### src/nrt_pkg.sv
package nrt_pkg;

  // default table geometry
  localparam int NRT_NODES  = 8;
  localparam int NRT_WINDOW = 5;

  localparam int LEVEL_W = 8;
  localparam int ID_W    = 16;
  localparam int DROP_W  = 8;

  // weakest level that can win; also the answer when no node is present
  localparam logic signed [LEVEL_W-1:0] FLOOR_LEVEL = -8'sd100;
  localparam logic [DROP_W-1:0]         DROP_RESET  = 8'd10;

  typedef enum logic [2:0] {
    ST_IDLE,
    ST_MATCH,
    ST_SREAD,
    ST_SCALC,
    ST_SDIV,
    ST_SWRITE,
    ST_AGE,
    ST_FIN
  } state_t;

endpackage

### src/nrt_div.sv
// Restoring divider, one quotient bit per cycle, unsigned operands.
module nrt_div #(
  parameter int MAG_W = 11,
  parameter int DEN_W = 3
) (
  input  logic             clk,
  input  logic             rst,
  input  logic             start,
  input  logic [MAG_W-1:0] dividend,
  input  logic [DEN_W-1:0] divisor,
  output logic             done,
  output logic [MAG_W-1:0] quotient
);

  localparam int CNT_W = $clog2(MAG_W + 1);

  logic [MAG_W-1:0] quo;
  logic [DEN_W-1:0] rem;
  logic [DEN_W-1:0] den;
  logic [CNT_W-1:0] steps;
  logic             busy;

  logic [DEN_W:0]   trial;
  logic             take;
  logic [DEN_W-1:0] rem_next;

  always_comb begin
    trial    = {rem, quo[MAG_W-1]};
    take     = (trial >= {1'b0, den});
    rem_next = take ? DEN_W'(trial - {1'b0, den}) : trial[DEN_W-1:0];
  end

  always_ff @(posedge clk) begin
    if (rst) begin
      busy  <= 1'b0;
      done  <= 1'b0;
      steps <= '0;
    end else begin
      done <= 1'b0;
      if (start) begin
        busy  <= 1'b1;
        steps <= CNT_W'(MAG_W);
      end else if (busy) begin
        steps <= steps - 1'b1;
        if (steps == CNT_W'(1)) begin
          busy <= 1'b0;
          done <= 1'b1;
        end
      end
    end
  end

  always_ff @(posedge clk) begin
    if (start) begin
      quo <= dividend;
      rem <= '0;
      den <= divisor;
    end else if (busy) begin
      quo <= {quo[MAG_W-2:0], take};
      rem <= rem_next;
    end
  end

  assign quotient = quo;

endmodule

### src/node_rssi_tracker_top.sv
// Per word: a match pass over the id memory, then the sample update (read, sum,
//   bit-serial divide with MAG_W = 8 + clog2(WINDOW), write), then an aging pass
//   and the result. A bad CRC skips the match and the update; a new id with the
//   table full skips the update. One word at a time; the next word can be taken
//   in the cycle after the result is loaded.
// Reset: slot table empty (fill count zero), drop_out_ticks = 10, no result held.
module node_rssi_tracker_top
  import nrt_pkg::*;
#(
  parameter int NODES  = NRT_NODES,
  parameter int WINDOW = NRT_WINDOW
) (
  input  logic                      clk,
  input  logic                      rst,
  // input words
  input  logic                      in_valid,
  output logic                      in_ready,
  input  logic [ID_W-1:0]           sender_id,
  input  logic signed [LEVEL_W-1:0] rssi,
  input  logic                      crc_ok,
  // result words
  output logic                      out_valid,
  input  logic                      out_ready,
  output logic signed [LEVEL_W-1:0] strongest_rssi,
  // configuration
  input  logic                      cfg_wr_en,
  input  logic [DROP_W-1:0]         cfg_wr_data
);

  localparam int IDX_W = (NODES > 1) ? $clog2(NODES) : 1;
  localparam int CNT_W = $clog2(WINDOW + 1);
  localparam int SUM_W = LEVEL_W + $clog2(WINDOW);

  // one slot's record in the data memory
  typedef struct packed {
    logic [WINDOW-1:0][LEVEL_W-1:0] hist;   // [0] oldest
    logic [CNT_W-1:0]               cnt;
    logic [LEVEL_W-1:0]             level;
    logic [DROP_W-1:0]              drop;
  } entry_t;

  // ---------------------------------------------------------------------------
  // Registers
  // ---------------------------------------------------------------------------
  state_t state, state_next;

  logic [DROP_W-1:0]         drop_out_ticks;
  logic [IDX_W:0]            slots_used;     // slots fill in order and never free

  logic [ID_W-1:0]           sid;
  logic [LEVEL_W-1:0]        sample;

  logic [IDX_W:0]            walk_idx;       // next slot to read in a pass
  logic                      chk_vld;        // read data for chk_idx is present
  logic [IDX_W-1:0]          chk_idx;

  logic                      found;
  logic [IDX_W-1:0]          target;
  logic                      alloc;

  logic [WINDOW-1:0][LEVEL_W-1:0] samp_hist;
  logic [CNT_W-1:0]          samp_cnt;
  logic                      samp_neg;
  logic [LEVEL_W-1:0]        samp_level;

  logic signed [LEVEL_W-1:0] best;

  // memories, read data registered
  logic [ID_W-1:0]           id_mem [NODES];
  entry_t                    data_mem [NODES];
  logic [ID_W-1:0]           id_q;
  entry_t                    data_q;

  // ---------------------------------------------------------------------------
  // Combinational
  // ---------------------------------------------------------------------------
  logic                      accept;
  logic                      walking;
  logic                      issue;
  logic                      last;
  logic                      chk_in_table;
  logic                      hit_now;

  logic                      id_ren;
  logic                      id_we;
  logic                      d_ren;
  logic [IDX_W-1:0]          d_raddr;
  logic                      d_we;
  logic [IDX_W-1:0]          d_waddr;
  entry_t                    d_wdata;
  logic                      div_start;
  logic                      out_load;

  entry_t                    cur;
  logic [WINDOW-1:0][LEVEL_W-1:0] hist_n;
  logic [CNT_W-1:0]          cnt_n;
  logic signed [SUM_W-1:0]   sum;
  logic                      sum_neg;
  logic [SUM_W-1:0]          sum_mag;

  entry_t                    aged;
  logic signed [LEVEL_W-1:0] aged_lv;

  logic                      div_done;
  logic [SUM_W-1:0]          div_q;

  assign accept       = in_valid && in_ready;
  assign walking      = (state == ST_MATCH) || (state == ST_AGE);
  assign issue        = walking && (walk_idx < (IDX_W+1)'(NODES));
  assign last         = chk_vld && (chk_idx == IDX_W'(NODES - 1));
  assign chk_in_table = ({1'b0, chk_idx} < slots_used);
  assign hit_now      = (state == ST_MATCH) && chk_vld && chk_in_table && (id_q == sid);

  // take_sample: shift in the new word, sum the whole window (unfilled = 0)
  always_comb begin
    cur = alloc ? '0 : data_q;
    for (int h = 0; h < WINDOW - 1; h++) begin
      hist_n[h] = cur.hist[h+1];
    end
    hist_n[WINDOW-1] = sample;
    cnt_n = (cur.cnt < CNT_W'(WINDOW)) ? cur.cnt + 1'b1 : cur.cnt;
    sum = '0;
    for (int h = 0; h < WINDOW; h++) begin
      sum = sum + SUM_W'($signed(hist_n[h]));
    end
    sum_neg = sum[SUM_W-1];
    sum_mag = sum_neg ? SUM_W'(-sum) : SUM_W'(sum);
  end

  // aging of the slot under the walk
  always_comb begin
    aged = data_q;
    if (data_q.drop == '0) begin
      aged.level = '0;
    end else begin
      aged.drop = data_q.drop - 1'b1;
    end
    aged_lv = $signed(aged.level);
  end

  nrt_div #(
    .MAG_W (SUM_W),
    .DEN_W (CNT_W)
  ) u_div (
    .clk      (clk),
    .rst      (rst),
    .start    (div_start),
    .dividend (sum_mag),
    .divisor  (cnt_n),
    .done     (div_done),
    .quotient (div_q)
  );

  // ---------------------------------------------------------------------------
  // Sequencer: next state
  // ---------------------------------------------------------------------------
  always_comb begin
    state_next = state;
    unique case (state)
      ST_IDLE: begin
        if (accept) state_next = crc_ok ? ST_MATCH : ST_AGE;
      end
      ST_MATCH: begin
        if (last) begin
          if (found || hit_now || (slots_used < (IDX_W+1)'(NODES))) begin
            state_next = ST_SREAD;
          end else begin
            state_next = ST_AGE;
          end
        end
      end
      ST_SREAD:  state_next = ST_SCALC;
      ST_SCALC:  state_next = ST_SDIV;
      ST_SDIV: begin
        if (div_done) state_next = ST_SWRITE;
      end
      ST_SWRITE: state_next = ST_AGE;
      ST_AGE: begin
        if (last) state_next = ST_FIN;
      end
      ST_FIN: begin
        if (!out_valid || out_ready) state_next = ST_IDLE;
      end
      default:   state_next = ST_IDLE;
    endcase
  end

  // ---------------------------------------------------------------------------
  // Sequencer: outputs
  // ---------------------------------------------------------------------------
  always_comb begin
    in_ready  = 1'b0;
    id_ren    = 1'b0;
    id_we     = 1'b0;
    d_ren     = 1'b0;
    d_raddr   = walk_idx[IDX_W-1:0];
    d_we      = 1'b0;
    d_waddr   = chk_idx;
    d_wdata   = aged;
    div_start = 1'b0;
    out_load  = 1'b0;
    unique case (state)
      ST_IDLE:  in_ready = 1'b1;
      ST_MATCH: id_ren   = issue;
      ST_SREAD: begin
        d_ren   = 1'b1;
        d_raddr = target;
      end
      ST_SCALC: div_start = 1'b1;
      ST_SDIV:  ;
      ST_SWRITE: begin
        id_we         = alloc;
        d_we          = 1'b1;
        d_waddr       = target;
        d_wdata.hist  = samp_hist;
        d_wdata.cnt   = samp_cnt;
        d_wdata.level = samp_level;
        d_wdata.drop  = drop_out_ticks;
      end
      ST_AGE: begin
        d_ren = issue;
        d_we  = chk_vld && chk_in_table;
      end
      ST_FIN:   out_load = !out_valid || out_ready;
      default:  ;
    endcase
  end

  // ---------------------------------------------------------------------------
  // Memories
  // ---------------------------------------------------------------------------
  always_ff @(posedge clk) begin
    if (id_we) id_mem[target] <= sid;
    if (id_ren) id_q <= id_mem[walk_idx[IDX_W-1:0]];
  end

  always_ff @(posedge clk) begin
    if (d_we) data_mem[d_waddr] <= d_wdata;
    if (d_ren) data_q <= data_mem[d_raddr];
  end

  // ---------------------------------------------------------------------------
  // Control state
  // ---------------------------------------------------------------------------
  always_ff @(posedge clk) begin
    if (rst) begin
      state          <= ST_IDLE;
      drop_out_ticks <= DROP_RESET;
      slots_used     <= '0;
      walk_idx       <= '0;
      chk_vld        <= 1'b0;
      out_valid      <= 1'b0;
    end else begin
      state <= state_next;
      if (cfg_wr_en) drop_out_ticks <= cfg_wr_data;
      if (id_we) slots_used <= slots_used + 1'b1;

      // walk pointer restarts on every change of state
      if (state != state_next) begin
        walk_idx <= '0;
      end else if (issue) begin
        walk_idx <= walk_idx + 1'b1;
      end
      chk_vld <= issue && (state == state_next);

      if (out_load) begin
        out_valid <= 1'b1;
      end else if (out_ready) begin
        out_valid <= 1'b0;
      end
    end
  end

  // ---------------------------------------------------------------------------
  // Datapath registers
  // ---------------------------------------------------------------------------
  always_ff @(posedge clk) begin
    chk_idx <= walk_idx[IDX_W-1:0];

    if (accept) begin
      sid    <= sender_id;
      sample <= rssi;
      found  <= 1'b0;
      alloc  <= 1'b0;
      best   <= FLOOR_LEVEL;
    end

    if (hit_now && !found) begin
      found  <= 1'b1;
      target <= chk_idx;
    end
    if ((state == ST_MATCH) && last && !found && !hit_now) begin
      // unknown id: next free slot, if any
      target <= slots_used[IDX_W-1:0];
      alloc  <= (slots_used < (IDX_W+1)'(NODES));
    end

    if (state == ST_SCALC) begin
      samp_hist <= hist_n;
      samp_cnt  <= cnt_n;
      samp_neg  <= sum_neg;
    end
    if ((state == ST_SDIV) && div_done) begin
      // truncation toward zero: divide magnitudes, then restore the sign
      samp_level <= samp_neg ? LEVEL_W'(-div_q[LEVEL_W-1:0]) : div_q[LEVEL_W-1:0];
    end

    if ((state == ST_AGE) && chk_vld && chk_in_table) begin
      if ((aged_lv != '0) && (aged_lv >= best)) best <= aged_lv;
    end

    if (out_load) strongest_rssi <= best;
  end

endmodule

### config.mk
export PLATFORM = sky130hd
export DESIGN_NAME = node_rssi_tracker_top
export DESIGN_NICKNAME = d
export VERILOG_FILES = /design/src/nrt_pkg.sv /design/src/nrt_div.sv /design/src/node_rssi_tracker_top.sv
export SDC_FILE = /design/constraint.sdc
export NUM_CORES = 1
export LEC_CHECK = 0
export ABC_AREA = 1
export BUFFER_PORTS_ARGS = -buffer_cell sky130_fd_sc_hd__clkbuf_2
export CORE_MARGIN = 2
export CORE_UTILIZATION = 40
export CTS_BUF_LIST = sky130_fd_sc_hd__clkbuf_8
export DETAILED_ROUTE_END_ITERATION = 16
export PLACE_DENSITY_LB_ADDON = 0.08
export SETUP_SLACK_MARGIN = 0.1
export SYNTH_ARGS = -nofsm -noshare
export SYNTH_HDL_FRONTEND = slang
export SYNTH_SLANG_ARGS = --single-unit
### constraint.sdc
create_clock -name clk -period 8.3 [get_ports clk]
set_input_delay 2.075 -clock clk [delete_from_list [all_inputs] [get_ports clk]]
set_output_delay 2.075 -clock clk [all_outputs]
set_load 0.02 [all_outputs]
==> out/metrics.csv <==
stage,metric,value,unit
cells_and_area,final_net_count,2693,
critical_path,required,8760,ps
worst_hold_path,holdCritStartpoint,walk_idx[2],
critical_path,path_max_fanout,26,
timing,timing.final.crit_period,5460,ps
power_and_ir_drop,p_per_area,384,mW/mm²
cells_and_area,fillers,6964,
global_routing,antenna_found_initial,1,
status,status,finished clean,
yosys,synth_top_area_share,67.5,%
floorplanning,die_h,282,µm
job,max_cap_violations,0,
critical_path,cp_num_buf_inv,3,
timing,finalCritPeriodShare,65.8,%
placement,portBuffers,47,
critical_path,crit_chain,"clkinv_1, nand2_1, fa_1, fa_1, inv_1, fa_1, ha_1, fa_1, xor2_1, inv_1, nand3_1, nor2_1, nand3_1, nand2_1, nand2_1, nand3_1, nand2_1",
global_routing,grt_pass1_wl,116000,µm
critical_path,setup.worst_path.end_class,flop,
floorplanning,floorplan.die.width,282,µm
route,vias,19199,
critical_path,rr_worst_depth,17,
route,wl_per_cell,20.4,µm
clock_tree,clockBufferDepth,3,
timing,max_freq,0.183,GHz
cells_and_area,drive_gt1_share,12.9,%
route,drtAntennaViolNets,0,
power_and_ir_drop,max-vdd-ir-drop,0.403,mV
route,wirelength,76100,µm
yosys,synthAdderAreaFrac,3.09,%
route,drc,0,
global_routing,grt_pass1_vias,19417,
timing,fin_skew,37.3,ps
clock_tree,clk_pin_slew,70,ps
clock_tree,cts_setup_buffers,0,
timing,grt_setup_unrepaired,false,
global_routing,grtUsageTotal,19.4,%
worst_hold_path,min-delay-path-class,flop to flop,
timing,tns,0,ps
critical_path,timing.rr.end,u_div.quotient[8],
yosys,synthFlopType,edfxtp_1,
yosys,synth_nets,2605,
yosys,yosys.area_share.simple,10.6,%
clock_tree,clock_latency,710,ps
route,drt_iter0_drc,1368,
yosys,syn_inst,2507,
clock_tree,root_buffer,clkbuf_8,
cells_and_area,syn2layout_area_growth,11.7,%
global_routing,grt_max_degree,114,
yosys,synth-edff-count,694,
floorplanning,design.die.area,0.0795,mm²
timing,slew_headroom,22.8,%
yosys,netlist_area,0.0309,mm²
power_and_ir_drop,leakage,12.4,nW
route,dr.pass1.iters,7,
yosys,ys_seq_area_share,70.2,%
yosys,async_flop_share,0,%
yosys,ys_types,51,
critical_path,crit_family,adder cells,
timing,fin_ws,2840,ps
critical_path,arrival,5920,ps
yosys,synth_area_per_cell,12.3,µm²
placement,place_congestion,0.792,
floorplanning,num_rows,101,
yosys,ys_warn_count,0,
yosys,ys_ff_latch,736,
critical_path,start_kind,flop,
critical_path,regToRegStartpoint,alloc,
critical_path,crit_path_end,u_div.quotient[8],
yosys,synthMuxAreaShare,1.86,%
clock_tree,cts_buffers,119,
clock_tree,cts_tree,built,
cells_and_area,final_core_util,45.3,%
critical_path,worstSetupPathDepth,17,
clock_tree,holdBufCountCts,0,
placement,place_hpwl,41800,µm
floorplanning,io_pins,48,
power_and_ir_drop,total_power,13.3,mW
placement,preCtsSetupSlack,2810,ps
floorplanning,initial_core_util,40.5,%
yosys,ys_top_cells_by_area,"edfxtp_1 (67%), nor2_1 (5.0%), nand2_1 (3.7%)",
clock_tree,htree_levels,3,
timing,setup_viol,0,
critical_path,cp_slowest_cell,clkinv_1,
critical_path,rrSetupSlack,2840,ps
clock_tree,cts_resized,0,
yosys,synthXorXnorAreaFrac,0.851,%
timing,timing.final.max_slew_violations,0,
global_routing,grt.overflow.total,0,
clock_tree,clock_sinks,736,
floorplanning,core-area,0.0762,mm²
critical_path,cpPeakStageDelay,870,ps
yosys,synth-compound-area-share,9.28,%
yosys,yosys.area.top_type,edfxtp_1,
critical_path,cp-startpoint,alloc,
critical_path,crit_type,flop to flop,
timing,hold_viol,0,
timing,max_slew.worst_pin.slew,1160,ps
route,via_per_inst,5.15,
yosys,synth_top_family_by_area,simple AND/OR/NAND/NOR gates,
[worst min path at each step]
| stage | end | slack, ps | cells after the start |
|---|---|---|---|
| floorplan | chk_idx[1] | 350 | 0 |
| global placement | chk_idx[2] | 390 | 0 |
| detailed placement | chk_idx[2] | 390 | 0 |
| CTS | chk_idx[2] | 400 | 0 |
| global route | chk_idx[2] | 410 | 0 |
| finish | chk_idx[2] | 400 | 0 |
[placed cells by master (no fill, tap or decap), drive strengths merged, types with 9 or more instances in the layout]
| master | n |
|---|---|
| clkinv | 46 |
| ha | 33 |
| buf | 36 |
| clkbuf | 173 |
| a21oi | 21 |
| o22ai | 119 |
| a31oi | 18 |
| nor2 | 413 |
| o21ai | 336 |
| inv | 230 |
| nand3 | 44 |
| nand2 | 310 |
| dfxtp | 42 |
| edfxtp | 694 |
| fa | 27 |
| nand4 | 10 |
| xnor2 | 16 |
| nor3 | 12 |
| mux2 | 51 |
| nor4 | 9 |
| xor2 | 14 |
[synth_stat cells (all sizes together), types with 2 or more instances]
master,count
a21oi,21
a22o,3
a31oi,18
buf,63
clkbuf,53
clkinv,3
dfxtp,42
edfxtp,694
fa,27
ha,33
inv,186
mux2,51
nand2,310
nand3,44
nand3b,6
nand4,10
nor2,413
nor3,12
nor3b,2
nor4,9
o21ai,336
o22ai,119
o41ai,4
or2,6
xnor2,16
xor2,14
[cell families after synthesis]
group / count (synthesis)
simple gates: 815
flops: 736
compound gates: 510
buf+inv: 305
fa+ha+maj: 60
mux: 51
xor+xnor: 30
[per-stage QoR]
stage | std cells | cell area [µm²] | hold slack, ps
floorplan | 2507 | 30900 | 353
finish | 3725 | 34500 | 399
detailed placement | 3504 | 32300 | 386
global placement | 3504 | 32300 | 387
CTS | 3724 | 34500 | 403
global route | 3725 | 34500 | 406
[registers in the layout (all words and copies together), names as in the netlist, 4 cells and up]
register and flops:
best 8, aged 35, u_div.quotient 11, walk_idx 4
samp_hist 32, drop_out_ticks 8, data_q 16, id_q 16
sid 16, samp_level 8, slots_used 4, u_div.steps 4
strongest_rssi 8, sample 8, data_mem 408, id_mem 128
[power by group]
part / internal [mW] / switching [mW]
Clock: 1.52 / 1.43
Combinational: 1.72 / 3.54
Sequential: 4.83 / 0.211
[per-layer routing]
layer  up-vias  wire length, µm  track usage, %
met5         -                0               0
met3       132             3340            3.39
met1      9570            34200            25.7
met4         0             1790            6.06
met2       407            36700            32.6
li1       9090                -               -
[final cells by class]
type,count,area [µm²],share of cell area [%]
multi-input cells,1466,8090,23.4
diodes,1,2.50,0.00725
clock inverters,94,497,1.44
well taps,1030,1290,3.73
flip-flops and latches,736,21700,62.8
inverters,189,716,2.07
repair buffers,83,505,1.46
clock buffers,126,1730,5.02
Note: power is estimated with default switching activity, not from simulation.
